## src/rtl/spcs_pkg.sv

```systemverilog
// Shared types, constants and table helpers of the sine PWM commutation sequencer.
package spcs_pkg;

    // Default sizes handed to the top level parameters.
    localparam int unsigned COS_TABLE_BITS_DEF = 10;
    localparam int unsigned ENCODER_COUNTS_DEF = 2048;

    // Angle constants, a full turn is 2^32.
    localparam logic [31:0] HALF_PI_Q30    = 32'd1686629713;
    localparam logic [31:0] THIRD_TURN     = 32'h5555_5555;
    localparam logic [31:0] TWO_THIRD_TURN = 32'hAAAA_AAAB;
    localparam logic [31:0] QUARTER_TURN   = 32'h4000_0000;
    localparam logic [15:0] COS_OFFSET     = 16'h8000;

    // Configuration register reset values that do not depend on parameters.
    localparam logic [15:0] STEPS_RESET     = 16'd1000;
    localparam logic [6:0]  POLE_RESET      = 7'd4;
    localparam logic [31:0] PHASE_STEP_RESET = 32'd4294967;
    localparam logic [15:0] DUTY_RESET      = 16'd0;
    localparam logic [15:0] RELOAD_RESET    = 16'hFFFF;

    // Configuration register indexes.
    typedef enum logic [2:0] {
        REG_STEPS_PER_TURN  = 3'd0,
        REG_POLE_RATIO      = 3'd1,
        REG_PHASE_STEP      = 3'd2,
        REG_COUNTS_PER_TURN = 3'd3,
        REG_COUNT_TO_PHASE  = 3'd4,
        REG_DUTY_MAX        = 3'd5,
        REG_RELOAD_VALUE    = 3'd6,
        REG_INVERT_MODE     = 3'd7
    } cfg_index_t;

    // Stage codes.
    localparam logic [1:0] STG_ALIGN  = 2'd0;
    localparam logic [1:0] STG_OPEN   = 2'd1;
    localparam logic [1:0] STG_CLOSED = 2'd2;

    // Phase selector for the shared compare value unit.
    typedef enum logic [1:0] {
        PH_U = 2'd0,
        PH_V = 2'd1,
        PH_W = 2'd2
    } phase_t;

    // Request payloads.
    typedef struct packed {
        logic               command;
        logic signed [31:0] encoder_position;
    } in_t;

    typedef struct packed {
        logic [15:0] duty_u;
        logic [15:0] duty_v;
        logic [15:0] duty_w;
        logic [1:0]  stage;
        logic        encoder_reset;
        logic [31:0] electrical_angle;
    } out_t;

    // Commands from the controller to the datapath.
    typedef struct packed {
        logic   capture;
        logic   clear;
        logic   advance;
        logic   div_load;
        logic   div_step;
        logic   enc_fix;
        logic   enc_mul;
        logic   rom_read;
        logic   mul;
        logic   store;
        logic   load_out;
        phase_t phase;
    } cmd_t;

    // Status from the datapath to the controller.
    typedef struct packed {
        logic start_cmd;
        logic closed;
        logic div_last;
        logic out_free;
    } stat_t;

    // Angle offset of each phase.
    function automatic logic [31:0] phase_offset(phase_t p);
        logic [31:0] r;
        case (p)
            PH_U:    r = 32'd0;
            PH_V:    r = THIRD_TURN;
            PH_W:    r = TWO_THIRD_TURN;
            default: r = 32'd0;
        endcase
        return r;
    endfunction

    // Quotient by compare and subtract, one bit per step.
    // Only evaluated at elaboration while the table is built.
    function automatic logic [63:0] series_quot(logic [63:0] n, logic [8:0] d);
        logic [63:0] q;
        logic [63:0] r;
        q = '0;
        r = '0;
        for (int b = 63; b >= 0; b--) begin
            r = {r[62:0], n[b]};
            if (r >= 64'(d)) begin
                r    = r - 64'(d);
                q[b] = 1'b1;
            end
        end
        return q;
    endfunction

    // One quarter-wave cosine entry in Q1.15, from a Q30 Taylor series.
    // Only evaluated at elaboration to build the table.
    function automatic logic [15:0] cos_entry(int unsigned i, int unsigned tab_bits);
        logic [63:0]        x;
        logic [63:0]        x2;
        logic [63:0]        term;
        logic [8:0]         dv;
        logic signed [63:0] sum;
        logic [63:0]        q;
        logic [15:0]        r;
        x    = (64'(i) * 64'(HALF_PI_Q30)) >> tab_bits;
        x2   = (x * x) >> 30;
        term = 64'd1 << 30;
        sum  = 64'sd1 <<< 30;
        for (int unsigned k = 1; k <= 9; k++) begin
            dv   = 9'((2 * k - 1) * (2 * k));
            term = series_quot((term * x2) >> 30, dv);
            if (k[0]) begin
                sum = sum - $signed(term);
            end else begin
                sum = sum + $signed(term);
            end
        end
        if (sum < 0) begin
            r = 16'd0;
        end else begin
            q = ($unsigned(sum) + 64'd16384) >> 15;
            r = (q > 64'd32767) ? 16'd32767 : q[15:0];
        end
        return r;
    endfunction

endpackage

```

## src/rtl/spcs_ctrl.sv

```systemverilog
// Controller state machine that sequences one tick through the datapath.
module spcs_ctrl (
    input  logic            aclk,
    input  logic            aresetn,
    input  logic            s_valid,
    output logic            s_ready,
    input  spcs_pkg::stat_t stat,
    output spcs_pkg::cmd_t  cmd
);

    typedef enum logic [8:0] {
        ST_IDLE   = 9'b000000001,
        ST_DECODE = 9'b000000010,
        ST_DIV    = 9'b000000100,
        ST_FIX    = 9'b000001000,
        ST_EMUL   = 9'b000010000,
        ST_READ   = 9'b000100000,
        ST_MUL    = 9'b001000000,
        ST_STORE  = 9'b010000000,
        ST_OUT    = 9'b100000000
    } state_t;

    state_t           state_reg, state_next;
    spcs_pkg::phase_t phase_reg, phase_next;

    // State and phase counter.
    always_ff @(posedge aclk) begin
        if (!aresetn) begin
            state_reg <= ST_IDLE;
            phase_reg <= spcs_pkg::PH_U;
        end else begin
            state_reg <= state_next;
            phase_reg <= phase_next;
        end
    end

    assign s_ready = (state_reg == ST_IDLE);

    // Next state and commands.
    always_comb begin
        state_next   = state_reg;
        phase_next   = phase_reg;
        cmd          = '0;
        cmd.phase    = phase_reg;
        case (state_reg)
            ST_IDLE: begin
                if (s_valid) begin
                    cmd.capture = 1'b1;
                    state_next  = ST_DECODE;
                end
            end
            ST_DECODE: begin
                phase_next = spcs_pkg::PH_U;
                if (stat.start_cmd) begin
                    cmd.clear  = 1'b1;
                    state_next = ST_IDLE;
                end else begin
                    cmd.advance = 1'b1;
                    if (stat.closed) begin
                        cmd.div_load = 1'b1;
                        state_next   = ST_DIV;
                    end else begin
                        state_next = ST_READ;
                    end
                end
            end
            ST_DIV: begin
                cmd.div_step = 1'b1;
                if (stat.div_last) begin
                    state_next = ST_FIX;
                end
            end
            ST_FIX: begin
                cmd.enc_fix = 1'b1;
                state_next  = ST_EMUL;
            end
            ST_EMUL: begin
                cmd.enc_mul = 1'b1;
                state_next  = ST_READ;
            end
            ST_READ: begin
                cmd.rom_read = 1'b1;
                state_next   = ST_MUL;
            end
            ST_MUL: begin
                cmd.mul    = 1'b1;
                state_next = ST_STORE;
            end
            ST_STORE: begin
                cmd.store = 1'b1;
                case (phase_reg)
                    spcs_pkg::PH_U: begin
                        phase_next = spcs_pkg::PH_V;
                        state_next = ST_READ;
                    end
                    spcs_pkg::PH_V: begin
                        phase_next = spcs_pkg::PH_W;
                        state_next = ST_READ;
                    end
                    default: begin
                        state_next = ST_OUT;
                    end
                endcase
            end
            ST_OUT: begin
                if (stat.out_free) begin
                    cmd.load_out = 1'b1;
                    state_next   = ST_IDLE;
                end
            end
            default: begin
                state_next = ST_IDLE;
            end
        endcase
    end

endmodule

```

## config.mk

```make
export PLATFORM = sky130hd
export DESIGN_NAME = spcs_ctrl
export DESIGN_NICKNAME = d
export VERILOG_FILES = /design/src/rtl/spcs_pkg.sv /design/src/rtl/spcs_ctrl.sv
export SDC_FILE = /design/constraint.sdc
export NUM_CORES = 1
export LEC_CHECK = 0
export ABC_AREA = 1
export BUFFER_PORTS_ARGS = -buffer_cell sky130_fd_sc_hd__buf_2
export CORE_AREA = 10 10 48 50
export CTS_CLUSTER_SIZE = 10
export DETAILED_ROUTE_END_ITERATION = 16
export DIE_AREA = 0 0 58 60
export HOLD_SLACK_MARGIN = 0.05
export PLACE_DENSITY = 0.74
export SLEW_MARGIN = 25
export SYNTH_ARGS = -nofsm -noshare
export SYNTH_HDL_FRONTEND = slang
export SYNTH_SLANG_ARGS = --single-unit
```

## constraint.sdc

```tcl
create_clock -name aclk -period 1.59 [get_ports aclk]
set_clock_uncertainty 0.2 [all_clocks]
set_input_delay 0.159 -clock aclk [delete_from_list [all_inputs] [get_ports aclk]]
set_output_delay 0.159 -clock aclk [all_outputs]
set_load 0.005 [all_outputs]
```

---- Yosys cells after proc, flatten, opt, wreduce, memory -nomap -nowiden ----
Index checks and enable logic that the tools add are counted.
word-level totals
  logic and storage cells ................. 44
  memories kept ........................... 0
  bits in latches ......................... 0
  bits in read-only memories .............. 0
  input port bits ......................... 7
  memory bits (writable) .................. 0
  register bits ........................... 11
cells by class
  reduce and logical (&&, ||, !) cells .... 5
  equality and inequality tests ........... 14
  order comparisons ....................... 0
  bitwise logic cells ..................... 0
  multiplexer cells ....................... 23
  shift-type cells ........................ 0
  add/subtract/negate cells ............... 0
  divide/modulo/power cells ............... 0
  $mul .................................... 0
operators by type and width
  kind                                            count
  one-hot mux 9 bit (9 select lines)              1
  2-to-1 mux 9 bit                                5
  2-to-1 mux 1 bit                                12
  == test 9 x 1 -> 1 bit (second input constant)  1
  == test 9 x 2 -> 1 bit (second input constant)  1
  == test 9 x 3 -> 1 bit (second input constant)  1
  == test 9 x 4 -> 1 bit (second input constant)  1
  == test 9 x 5 -> 1 bit (second input constant)  1
  == test 9 x 6 -> 1 bit (second input constant)  1
  == test 9 x 7 -> 1 bit (second input constant)  1
  == test 9 x 8 -> 1 bit (second input constant)  1
  == test 9 bit (second input constant)           1
  one-hot mux 2 bit (2 select lines)              2
  2-to-1 mux 6 bit                                1
  != test 2 bit (second input constant)           3
  2-to-1 mux 3 bit                                1
  != test 3 x 1 -> 1 bit (second input constant)  1
  AND reduction 3 bit                             1
  == test 2 x 1 -> 1 bit (second input constant)  1
  logical NOT 2 bit                               1
  2-to-1 mux 2 bit                                1
  AND reduction 2 bit                             1
  nonzero test 2 bit                              1
  OR reduction 2 bit                              1

---- Depth between registers and ports, before layout ----
Gate-level depths: netlist of run 1.
  depth in word-level cells ............... 4
  depth in mapped cells ................... 10

---- Least setup slack after synthesis of run 1 ----
Ideal clock, no wire load.
  kind .................................... register -> register
  start point ............................. register state_reg[2]
  end point ............................... register state_reg[0]
  clock period less this slack ............ 1355 ps
  slack ................................... 235 ps
  library setup time ...................... 112 ps
  buffers on the path ..................... 0
  data required time ...................... 1278 ps
  stages on the path, launching flop included .. 9
  arrival time ............................ 1043 ps
  cell sequence ........................... dfxtp_1 nor3_2 nand3_2 nand2_1 nor2_1 nand2_1 nand3_2 nand2_1 nand2_1
between the ends
  longest elaborated chain between the ends .. 3
  elaborated cells on any way between the ends .. 14
ends and longest elaborated chain
  element                                         RTL line         source
  start, declared                                 spcs_ctrl.sv:23  state_t state_reg, state_next;
  start signal, assigned                          spcs_ctrl.sv:32  state_reg <= state_next;
  == test 9 x 3 -> 1 bit (tied with other cells)  spcs_ctrl.sv:45  case (state_reg)
  != test 2 bit (no source line)                  -
  AND reduction 3 bit (no source line)            -
Several ways; a longest one is shown, not always the timed one.
A chain may end at the register's enable or synchronous reset.

==> impl_metrics.json, run 1 <==
{
  "result_of_the_run": "complete, but fails checks",
  "failing_checks": "setup timing",
  "dr.first_iter.drc_count": 16,
  "worst_hold_slack_ps": 51.2,
  "synth_largest_type_area_fraction": 0.338,
  "syn_area_per_cell_sq_um": 6.33,
  "cts.path.max_buffers": 2,
  "yosysWarnings": 0,
  "yosys-mux-area-fraction": 0,
  "detailed_place.area_sq_um": 772,
  "route.top_layer_used": "met4",
  "routedWlPerCell_um": 13.0,
  "layout.cell_area.non_filler_sq_um": 1070,
  "cp_max_fo": 4,
  "boundaryPins": 21,
  "core.rowCount": 14,
  "cpPeakStageDelay_ps": 380,
  "syn-cell-area_sq_um": 652,
  "clock_tree.root_cell": "sky130_fd_sc_hd__clkbuf_4",
  "num_antenna_cells": 0,
  "die_y_um": 60,
  "synth-seq-area-share": 0.338,
  "cpMaxStageDelayCell": "sky130_fd_sc_hd__dfxtp_4",
  "clk_transition_reported_paths_ps": 80,
  "p_per_area_nw_per_um2": 694,
  "pwr-share-clk": 0.270,
  "drcViolationCount": 0,
  "global_route_usage_over_all_layers": 0.109,
  "syn-num-nets": 110,
  "leakage_power_nw": 0.599,
  "h_tree_level_count": 1,
  "synth_seq_cells": 11,
  "grt_setup_unrepaired": "true",
  "post-route-min-period_ps": 1720,
  "timing.final.setup_violations": 17,
  "met2_wirelength_um": 1100,
  "reg2reg_slack_ps": -70,
  "p_comb_frac": 0.328,
  "worstSetupPathType": "register to output port",
  "floorplan.core_area_sq_um": 1440,
  "timing.max_slew.rel_slack": 0.803,
  "num_vias": 788,
  "crit_path_cell_trace": "nor3_4 > nand2_2 > nor2_2 > nand2_1 > inv_1 > buf_2",
  "synth.top_cells.by_count": "sky130_fd_sc_hd__inv_1 (20), sky130_fd_sc_hd__nand2_1 (19), sky130_fd_sc_hd__nor2_1 (15)",
  "switchingPower_w": 0.000255,
  "power.internal_w": 0.000490,
  "yosys.cell_types.count": 16,
  "synthTopCellsByArea": "sky130_fd_sc_hd__dfxtp_1 (34%), sky130_fd_sc_hd__inv_1 (12%), sky130_fd_sc_hd__nand2_1 (11%)",
  "share_seq_of_total_power": 0.401,
  "clock_insertion_delay_worst_skew_ps": 280,
  "tritoncts_clock_tree": "yes",
  "crit_path_end_kind": "output port",
  "largest_net_degree_at_the_start_of_global_routing": 10,
  "portBuffers": 20,
  "drt_first_pass_iters": 4,
  "met1Wirelength_um": 868,
  "chipWidth_um": 58,
  "number_of_nets_with_antenna_violations_after_detailed_routing": 0,
  "cap_viol_max_count": 0,
  "grt_first_pass_wirelength_um": 3050,
  "global_route.overflow_total": 0,
  "worstMarginPinSlew_ps": 294,
  "hold_path.class": "input port to register",
  "hold_viol": 0,
  "setup_slack_ps": -133,
  "design.final.nets": 154,
  "layout-drive-gt1-share": 0.562,
  "post_synth_and_or_nand_nor_area_fraction": 0.482,
  "dp_worst_setup_slack_ps": 49.3,
  "post_drt_via_cell_ratio": 4.86,
  "async_flop_share": 0,
  "gp_routability_congestion": 0.877,
  "sw_frac_of_total": 0.342,
  "library_cell_with_the_largest_summed_area_after_synthesis": "sky130_fd_sc_hd__dfxtp_1",
  "most_frequent_cell_after_synthesis": "sky130_fd_sc_hd__inv_1",
  "detailedPlacementHpwl_um": 1360,
  "timing.final.crit_share": 1.08,
  "edff_count_synth": 0,
  "cts_inserted_buffers": 3,
  "dieArea_sq_um": 3480,
  "timing.critical_path.arrival_ps": 1360,
  "power.total_w": 0.000745,
  "post_synth_fa_ha_maj_area_fraction": 0,
  "drt-total-wl_um": 2100,
  "number_of_clock_sinks_seen_by_cts": 11,
  "antenna_found_initial": 0,
  "dr_wl_met3_um": 113,
  "start_util": 0.454,
  "post_synth_inst_count": 103,
  "timing.fmax_ghz": 0.580,
  "required_ps": 1230,
  "synth-xor-area-share": 0,
  "top_reg_cell_synth": "sky130_fd_sc_hd__dfxtp_1",
  "compound_gate_portion_of_the_synthesized_area": 0.0422,
  "ir_drop_v": 0.000431,
  "largest_register_ff_count": 9,
  "synth_top_family_by_area": "simple AND/OR/NAND/NOR gates",
  "synthesis_to_layout_area_growth_pct": 64.7,
  "timing_max_transition_violations_final": 0,
  "first_global_vias": 718,
  "setup.worst_path.start_class": "register"
}
routing by layer:
metal	track usage	vias to the layer above
li1	-	398
met4	0.0537	0
met5	0	-
met1	0.123	365
met3	0.0318	4
met2	0.184	21
cells in the final DEF, fill, tap and decap left out:
master | Yosys | final
sky130_fd_sc_hd__nand2_2 | 3 | 5
sky130_fd_sc_hd__nor2_2 | 8 | 3
sky130_fd_sc_hd__nor4_1 | 1 | 1
sky130_fd_sc_hd__buf_6 | 0 | 2
sky130_fd_sc_hd__dlygate4sd3_1 | 0 | 3
sky130_fd_sc_hd__nand3_1 | 4 | 1
sky130_fd_sc_hd__dfxtp_4 | 0 | 2
sky130_fd_sc_hd__dfxtp_1 | 11 | 3
sky130_fd_sc_hd__nor3_4 | 0 | 1
sky130_fd_sc_hd__nand2_1 | 19 | 16
sky130_fd_sc_hd__nor2_1 | 15 | 12
sky130_fd_sc_hd__nor3_1 | 8 | 6
sky130_fd_sc_hd__a21oi_1 | 4 | 4
sky130_fd_sc_hd__nor2_4 | 0 | 8
sky130_fd_sc_hd__nand3_2 | 3 | 5
sky130_fd_sc_hd__clkinv_1 | 1 | 1
sky130_fd_sc_hd__nand3_4 | 0 | 1
sky130_fd_sc_hd__inv_2 | 3 | 7
sky130_fd_sc_hd__nor3_2 | 1 | 2
sky130_fd_sc_hd__clkbuf_4 | 0 | 3
sky130_fd_sc_hd__nand2_4 | 0 | 1
sky130_fd_sc_hd__clkinv_2 | 0 | 1
sky130_fd_sc_hd__inv_1 | 20 | 16
sky130_fd_sc_hd__dfxtp_2 | 0 | 6
sky130_fd_sc_hd__o211ai_1 | 1 | 1
sky130_fd_sc_hd__buf_4 | 0 | 15
sky130_fd_sc_hd__nand3b_2 | 1 | 1
sky130_fd_sc_hd__buf_2 | 0 | 19
repair_timing:
| action | CTS | global route |
|---|---|---|
| hold buffers | 3 | 0 |
| buffers inserted | 8 | 8 |
| hold endpoints to repair | 4 | 0 |
| setup endpoints to repair | 12 | 22 |
| pin swaps | 8 | 6 |
| gates resized for setup | 15 | 23 |
cells by family after synthesis:
kind of cell,Yosys count
flops,11
compound gates,5
buf+inv,24
simple gates,63
per-stage QoR:
stage	setup TNS, ps	util	std cells
floorplan	0	-	103
global placement	0	0.537	139
detailed placement	0	0.537	139
CTS	-960	0.651	154
global route	-2480	0.747	162
finish	-1020	0.747	162
power by group through the flow:
stage,logic [W],clock network [W],registers (W)
2_1_floorplan,0.000117,0,0.000300
3_3_place_gp,0.000160,0,0.000300
3_5_place_dp,0.000163,0,0.000301
6_report,0.000245,0.000201,0.000299
5_1_grt,0.000268,0.000211,0.000300
4_1_cts,0.000198,0.000202,0.000295
critical path, delay by kind of cell (launching register included):
kind | cells | cell delay, ps
buf+inv | 2 | 150
simple gates | 4 | 560
flops | 1 | 380
path summary, 6_finish.rpt:
check | cells after the start | to | start
setup / recovery | 6 | cmd[9] | state_reg[2]$_SDFFE_PN0P_
hold / removal | 4 | state_reg[5]$_SDFFE_PN0P_ | stat[2]
setup reg to reg | 12 | state_reg[0]$_SDFFE_PN1P_ | state_reg[4]$_SDFFE_PN0P_
hold reg to reg | 1 | phase_reg[0]$_SDFFE_PN0P_ | phase_reg[0]$_SDFFE_PN0P_
layout make-up:
type	count	area, sq um
clock buffer	3	22.5
tap	16	20.0
sequential	11	235
inverter	24	90.1
fill	107	363
multi-input combinational	68	440
timing repair buffer	39	260
clock inverter	1	5.00
(Power assumes the default switching activity.)
==> inputs of run 2 (changes only) <==
- SETUP_SLACK_MARGIN: not set -> 0.4
- clock period: 1.59 -> 1.75 ns (I/O delays scaled with it)
==> impl_metrics.json, run 2 (synthesis results as in run 1) <==
{
  "chipWidth_um": 58,
  "hold_path.class": "input port to register",
  "layout.core_utilization": 0.685,
  "timing.fmax_ghz": 0.576,
  "dieArea_sq_um": 3480,
  "timing_max_transition_violations_final": 0,
  "cts.path.max_buffers": 2,
  "die_y_um": 60,
  "worstSetupPathType": "register to output port",
  "clock_tree.root_cell": "sky130_fd_sc_hd__clkbuf_4",
  "layout-drive-gt1-share": 0.537,
  "antenna_found_initial": 0,
  "num_antenna_cells": 0,
  "drcViolationCount": 0,
  "first_global_vias": 742,
  "setup_slack_ps": 14.2,
  "number_of_clock_sinks_seen_by_cts": 11,
  "detailed_place.area_sq_um": 774,
  "result_of_the_run": "complete, but fails checks",
  "design.final.nets": 144,
  "post_drt_via_cell_ratio": 5.09,
  "ctsHoldBuffers": 1,
  "worst_hold_slack_ps": -47.3,
  "drt_first_pass_iters": 4,
  "leakage_power_nw": 0.547,
  "synthesis_to_layout_area_growth_pct": 50.9,
  "start_util": 0.454,
  "ff_latch_area_sq_um": 234,
  "failing_checks": "hold timing",
  "num_vias": 773,
  "global_route_usage_over_all_layers": 0.114,
  "boundaryPins": 21,
  "dp_worst_setup_slack_ps": 223,
  "dr.first_iter.drc_count": 15,
  "p_per_area_nw_per_um2": 691,
  "layout.cell_area.non_filler_sq_um": 983,
  "post-route-min-period_ps": 1740,
  "global_route.overflow_total": 0,
  "grt_setup_unrepaired": "true",
  "timing.final.setup_violations": 0,
  "floorplan.core_area_sq_um": 1440,
  "portBuffers": 20,
  "clock_insertion_delay_worst_skew_ps": 280,
  "required_ps": 1370,
  "layout.cells.most_common_list": "sky130_fd_sc_hd__buf_2 (20), sky130_fd_sc_hd__inv_1 (18), sky130_fd_sc_hd__nand2_1 (14), sky130_fd_sc_hd__nor2_1 (10)",
  "crit_path_end_kind": "output port",
  "multiInputGateArea_sq_um": 439,
  "timing.max_slew.rel_slack": 0.794,
  "core.rowCount": 14,
  "timing.final.crit_share": 0.992,
  "clk_transition_reported_paths_ps": 70,
  "timing.critical_path.arrival_ps": 1360,
  "n_fill_cell": 118,
  "h_tree_level_count": 1,
  "tritoncts_clock_tree": "yes",
  "worst_case_reg_to_reg_path_depth": 9,
  "detailedPlacementHpwl_um": 1380,
  "cts_inserted_buffers": 3,
  "final.setup.tns_ps": 0,
  "setup.worst_path.start_class": "register",
  "hold_viol": 1,
  "cp_max_fo": 4,
  "largest_net_degree_at_the_start_of_global_routing": 10,
  "routedWlPerCell_um": 13.8,
  "cap_viol_max_count": 0,
  "worstMarginPinSlew_ps": 306,
  "number_of_nets_with_antenna_violations_after_detailed_routing": 0,
  "gp_routability_congestion": 0.776,
  "largest_register_ff_count": 9,
  "grt_first_pass_wirelength_um": 3170,
  "layout_commonest_cell": "sky130_fd_sc_hd__buf_2",
  "ir_drop_v": 0.000403,
  "min_path_cells": 3,
  "drt-total-wl_um": 2100
}
## run 2: cell types whose count changed in the layout (fill, tap and decap cells not counted), moves of 2 or more
cell	before	now
sky130_fd_sc_hd__buf_4	15	7
sky130_fd_sc_hd__dlygate4sd3_1	3	1
sky130_fd_sc_hd__inv_1	16	18
sky130_fd_sc_hd__inv_2	7	5
sky130_fd_sc_hd__nand2_1	16	14
sky130_fd_sc_hd__nand2_4	1	3
sky130_fd_sc_hd__nor2_1	12	10
sky130_fd_sc_hd__nor2_2	3	7
sky130_fd_sc_hd__nor2_4	8	6
## run 2: per-layer routing
layer | up-vias | share of wire | GRT usage
met4 | 0 | 0.036 | 0.0638
met2 | 26 | 0.51 | 0.202
met5 | - | 0 | 0
met3 | 9 | 0.058 | 0.0254
met1 | 356 | 0.39 | 0.122
li1 | 382 | - | -
## run 2: final cells by class
cell class,count,area share
Clock buffer,4,0.0267
Inverter,24,0.0916
Timing Repair Buffer,29,0.177
Multi-Input combinational cell,68,0.447
Tap cell,16,0.0204
Sequential cell,11,0.238
## run 2: stage by stage
step	instances	hold WS [ps]	power, W
global placement	139	182	0.000421
global route	152	-20.1	0.000705
CTS	151	-43.7	0.000635
detailed placement	139	181	0.000425
floorplan	103	43.7	0.000381
finish	152	-47.3	0.000680
## run 2: critical path, stage by stage (launching register included)
cell                      delay (ps)
sky130_fd_sc_hd__dfxtp_2         350
sky130_fd_sc_hd__nor2_4          130
sky130_fd_sc_hd__nand2_4          80
sky130_fd_sc_hd__nor2_4          130
sky130_fd_sc_hd__nand2_4          70
sky130_fd_sc_hd__nor2_4          100
sky130_fd_sc_hd__nand2_2          60
sky130_fd_sc_hd__inv_1            40
sky130_fd_sc_hd__buf_2           100
## run 2: worst paths after layout
check,start,endpoint,slack [ps]
setup / recovery,state_reg[4]$_SDFFE_PN0P_,cmd[9],10
hold / removal,stat[2],state_reg[2]$_SDFFE_PN0P_,-50
setup reg to reg,state_reg[3]$_SDFFE_PN0P_,state_reg[0]$_SDFFE_PN1P_,150
hold reg to reg,phase_reg[0]$_SDFFE_PN0P_,phase_reg[0]$_SDFFE_PN0P_,280
## run 2: what timing repair did
item,4_1_cts,5_1_grt
gates resized for setup,23,12
buffers inserted,7,1
endpoints found under the hold margin,4,2
endpoints found under the setup margin,22,23
pin swaps,8,5
## run 2: power breakdown
| group | leakage [nW] | internal, W | switching, W |
|---|---|---|---|
| Combinational | 0.439 | 0.0000962 | 0.000130 |
| Sequential | 0.0931 | 0.000259 | 0.00000977 |
| Clock | 0.0150 | 0.0000886 | 0.0000958 |
==> inputs of run 3 (changes only) <==
- SETUP_SLACK_MARGIN: 0.4 -> 0.5
==> impl_metrics.json, run 3 (synthesis results as in run 1) <==
{
  "result_of_the_run": "complete, but fails checks",
  "failing_checks": "setup timing",
  "post_layout_nonfiller_instances": 163,
  "cap_viol_max_count": 0,
  "boundaryPins": 21,
  "design.final.nets": 155,
  "worst_setup_path_startpoint": "state_reg[2]$_SDFFE_PN0P_",
  "setup_slack_ps": -42.4,
  "timing_max_transition_violations_final": 0,
  "clk_transition_reported_paths_ps": 80,
  "layout.cell_area.non_filler_sq_um": 1240,
  "met1Wirelength_um": 1140,
  "grt_first_pass_wirelength_um": 3540,
  "required_ps": 1370,
  "number_of_nets_with_antenna_violations_after_detailed_routing": 0,
  "num_antenna_cells": 0,
  "number_of_clock_sinks_seen_by_cts": 11,
  "chipWidth_um": 58,
  "placed_cells_incl_taps": 139,
  "hold_path.startpoint": "stat[1]",
  "dr_wl_met3_um": 196,
  "post-route-min-period_ps": 1790,
  "global_route_usage_over_all_layers": 0.130,
  "largest_register_ff_count": 9,
  "ir_drop_v": 0.000522,
  "timing.final.crit_share": 1.02,
  "dp_worst_setup_slack_ps": 238,
  "timing.final.setup_violations": 4,
  "route.top_layer_used": "met4",
  "n_fill_cell": 68,
  "layout.cells.most_common_list": "sky130_fd_sc_hd__buf_2 (18), sky130_fd_sc_hd__inv_1 (14), sky130_fd_sc_hd__nor2_4 (11), sky130_fd_sc_hd__nand2_1 (11), sky130_fd_sc_hd__buf_6 (11)",
  "core.rowCount": 14,
  "drt_first_pass_iters": 4,
  "worstSetupPathType": "register to output port",
  "dieArea_sq_um": 3480,
  "first_global_vias": 770,
  "layout-drive-gt1-share": 0.707,
  "cts_inserted_buffers": 3,
  "crit_path_end_kind": "output port",
  "portBuffers": 20,
  "grt_setup_unrepaired": "true",
  "num_vias": 910,
  "worstMarginPinSlew_ps": 409,
  "dr.first_iter.drc_count": 48,
  "drt-total-wl_um": 2910,
  "clock_tree.root_cell": "sky130_fd_sc_hd__clkbuf_4",
  "reg2reg_from": "state_reg[2]$_SDFFE_PN0P_",
  "ctsHoldBuffers": 1,
  "cts.path.max_buffers": 2,
  "largest_net_degree_at_the_start_of_global_routing": 10,
  "cp_max_fo": 4,
  "synthesis_to_layout_area_growth_pct": 90.0,
  "power.total_w": 0.000746,
  "gp_routability_congestion": 0.848,
  "floorplan.core_area_sq_um": 1440,
  "timing.fmax_ghz": 0.558,
  "die_y_um": 60,
  "start_util": 0.454,
  "global_route.overflow_total": 0,
  "h_tree_level_count": 1,
  "leakage_power_nw": 0.621,
  "met2_wirelength_um": 1430,
  "post_drt_via_cell_ratio": 5.58,
  "timing.max_slew.rel_slack": 0.725,
  "drcViolationCount": 0,
  "routedWlPerCell_um": 17.8,
  "detailed_place.area_sq_um": 783,
  "hold_viol": 0,
  "clock_insertion_delay_worst_skew_ps": 280,
  "antenna_found_initial": 0,
  "layout_commonest_cell": "sky130_fd_sc_hd__buf_2",
  "p_per_area_nw_per_um2": 602,
  "tritoncts_clock_tree": "yes",
  "setup.worst_path.start_class": "register",
  "timing.critical_path.arrival_ps": 1420,
  "hold_path.class": "input port to register",
  "detailedPlacementHpwl_um": 1420
}
-- run 3: final timing paths --
path                                                   to  slack, ps  cells after the start
worst min register to register  phase_reg[1]$_SDFFE_PN0P_        310                      2
worst max register to register  state_reg[0]$_SDFFE_PN1P_         60                     10
worst min-delay path            state_reg[2]$_SDFFE_PN0P_         20                      3
worst max-delay path                               cmd[9]        -40                      6
-- run 3: area by class of cell --
cell class / count / area [sq um] / share of cell area
clock buffer: 4 / 26.3 / 0.0212
inverter: 24 / 95.1 / 0.0768
timing repair buffer: 40 / 299 / 0.241
multi-input combinational: 68 / 559 / 0.452
sequential: 11 / 239 / 0.193
tap: 16 / 20.0 / 0.0162
-- run 3: worst max-delay path: stages, from the launching register on --
cell and delay [ps]:
sky130_fd_sc_hd__dfxtp_4 370, sky130_fd_sc_hd__nor3_4 330, sky130_fd_sc_hd__nand2_4 100, sky130_fd_sc_hd__nor2_4 90
sky130_fd_sc_hd__nand2_2 80, sky130_fd_sc_hd__inv_2 70, sky130_fd_sc_hd__buf_2 110
-- run 3: report_power, final --
part           switching (W)  internal, W
Sequential         0.0000124     0.000256
Combinational       0.000169     0.000123
Clock              0.0000972    0.0000885
-- run 3: per-layer routing --
metal | track usage | vias to the layer above
li1 | - | 403
met1 | 0.145 | 437
met2 | 0.222 | 55
met3 | 0.0233 | 15
met4 | 0.0805 | 0
met5 | 0 | -
-- run 3: timing repair --
item	4_1_cts	5_1_grt
resized for setup	32	43
endpoints found under the setup margin	23	23
hold endpoints to repair	4	1
buffers inserted	13	6
pin swaps	12	19
-- run 3: stage by stage --
| stage | hold WS, ps | util | TNS [ps] |
|---|---|---|---|
| finish | 24.8 | 0.862 | -99.9 |
| global route | 20.1 | 0.862 | -694 |
| floorplan | 43.7 | - | 0 |
| global placement | 185 | 0.545 | 0 |
| detailed placement | 205 | 0.545 | 0 |
| CTS | -13.4 | 0.720 | 0 |
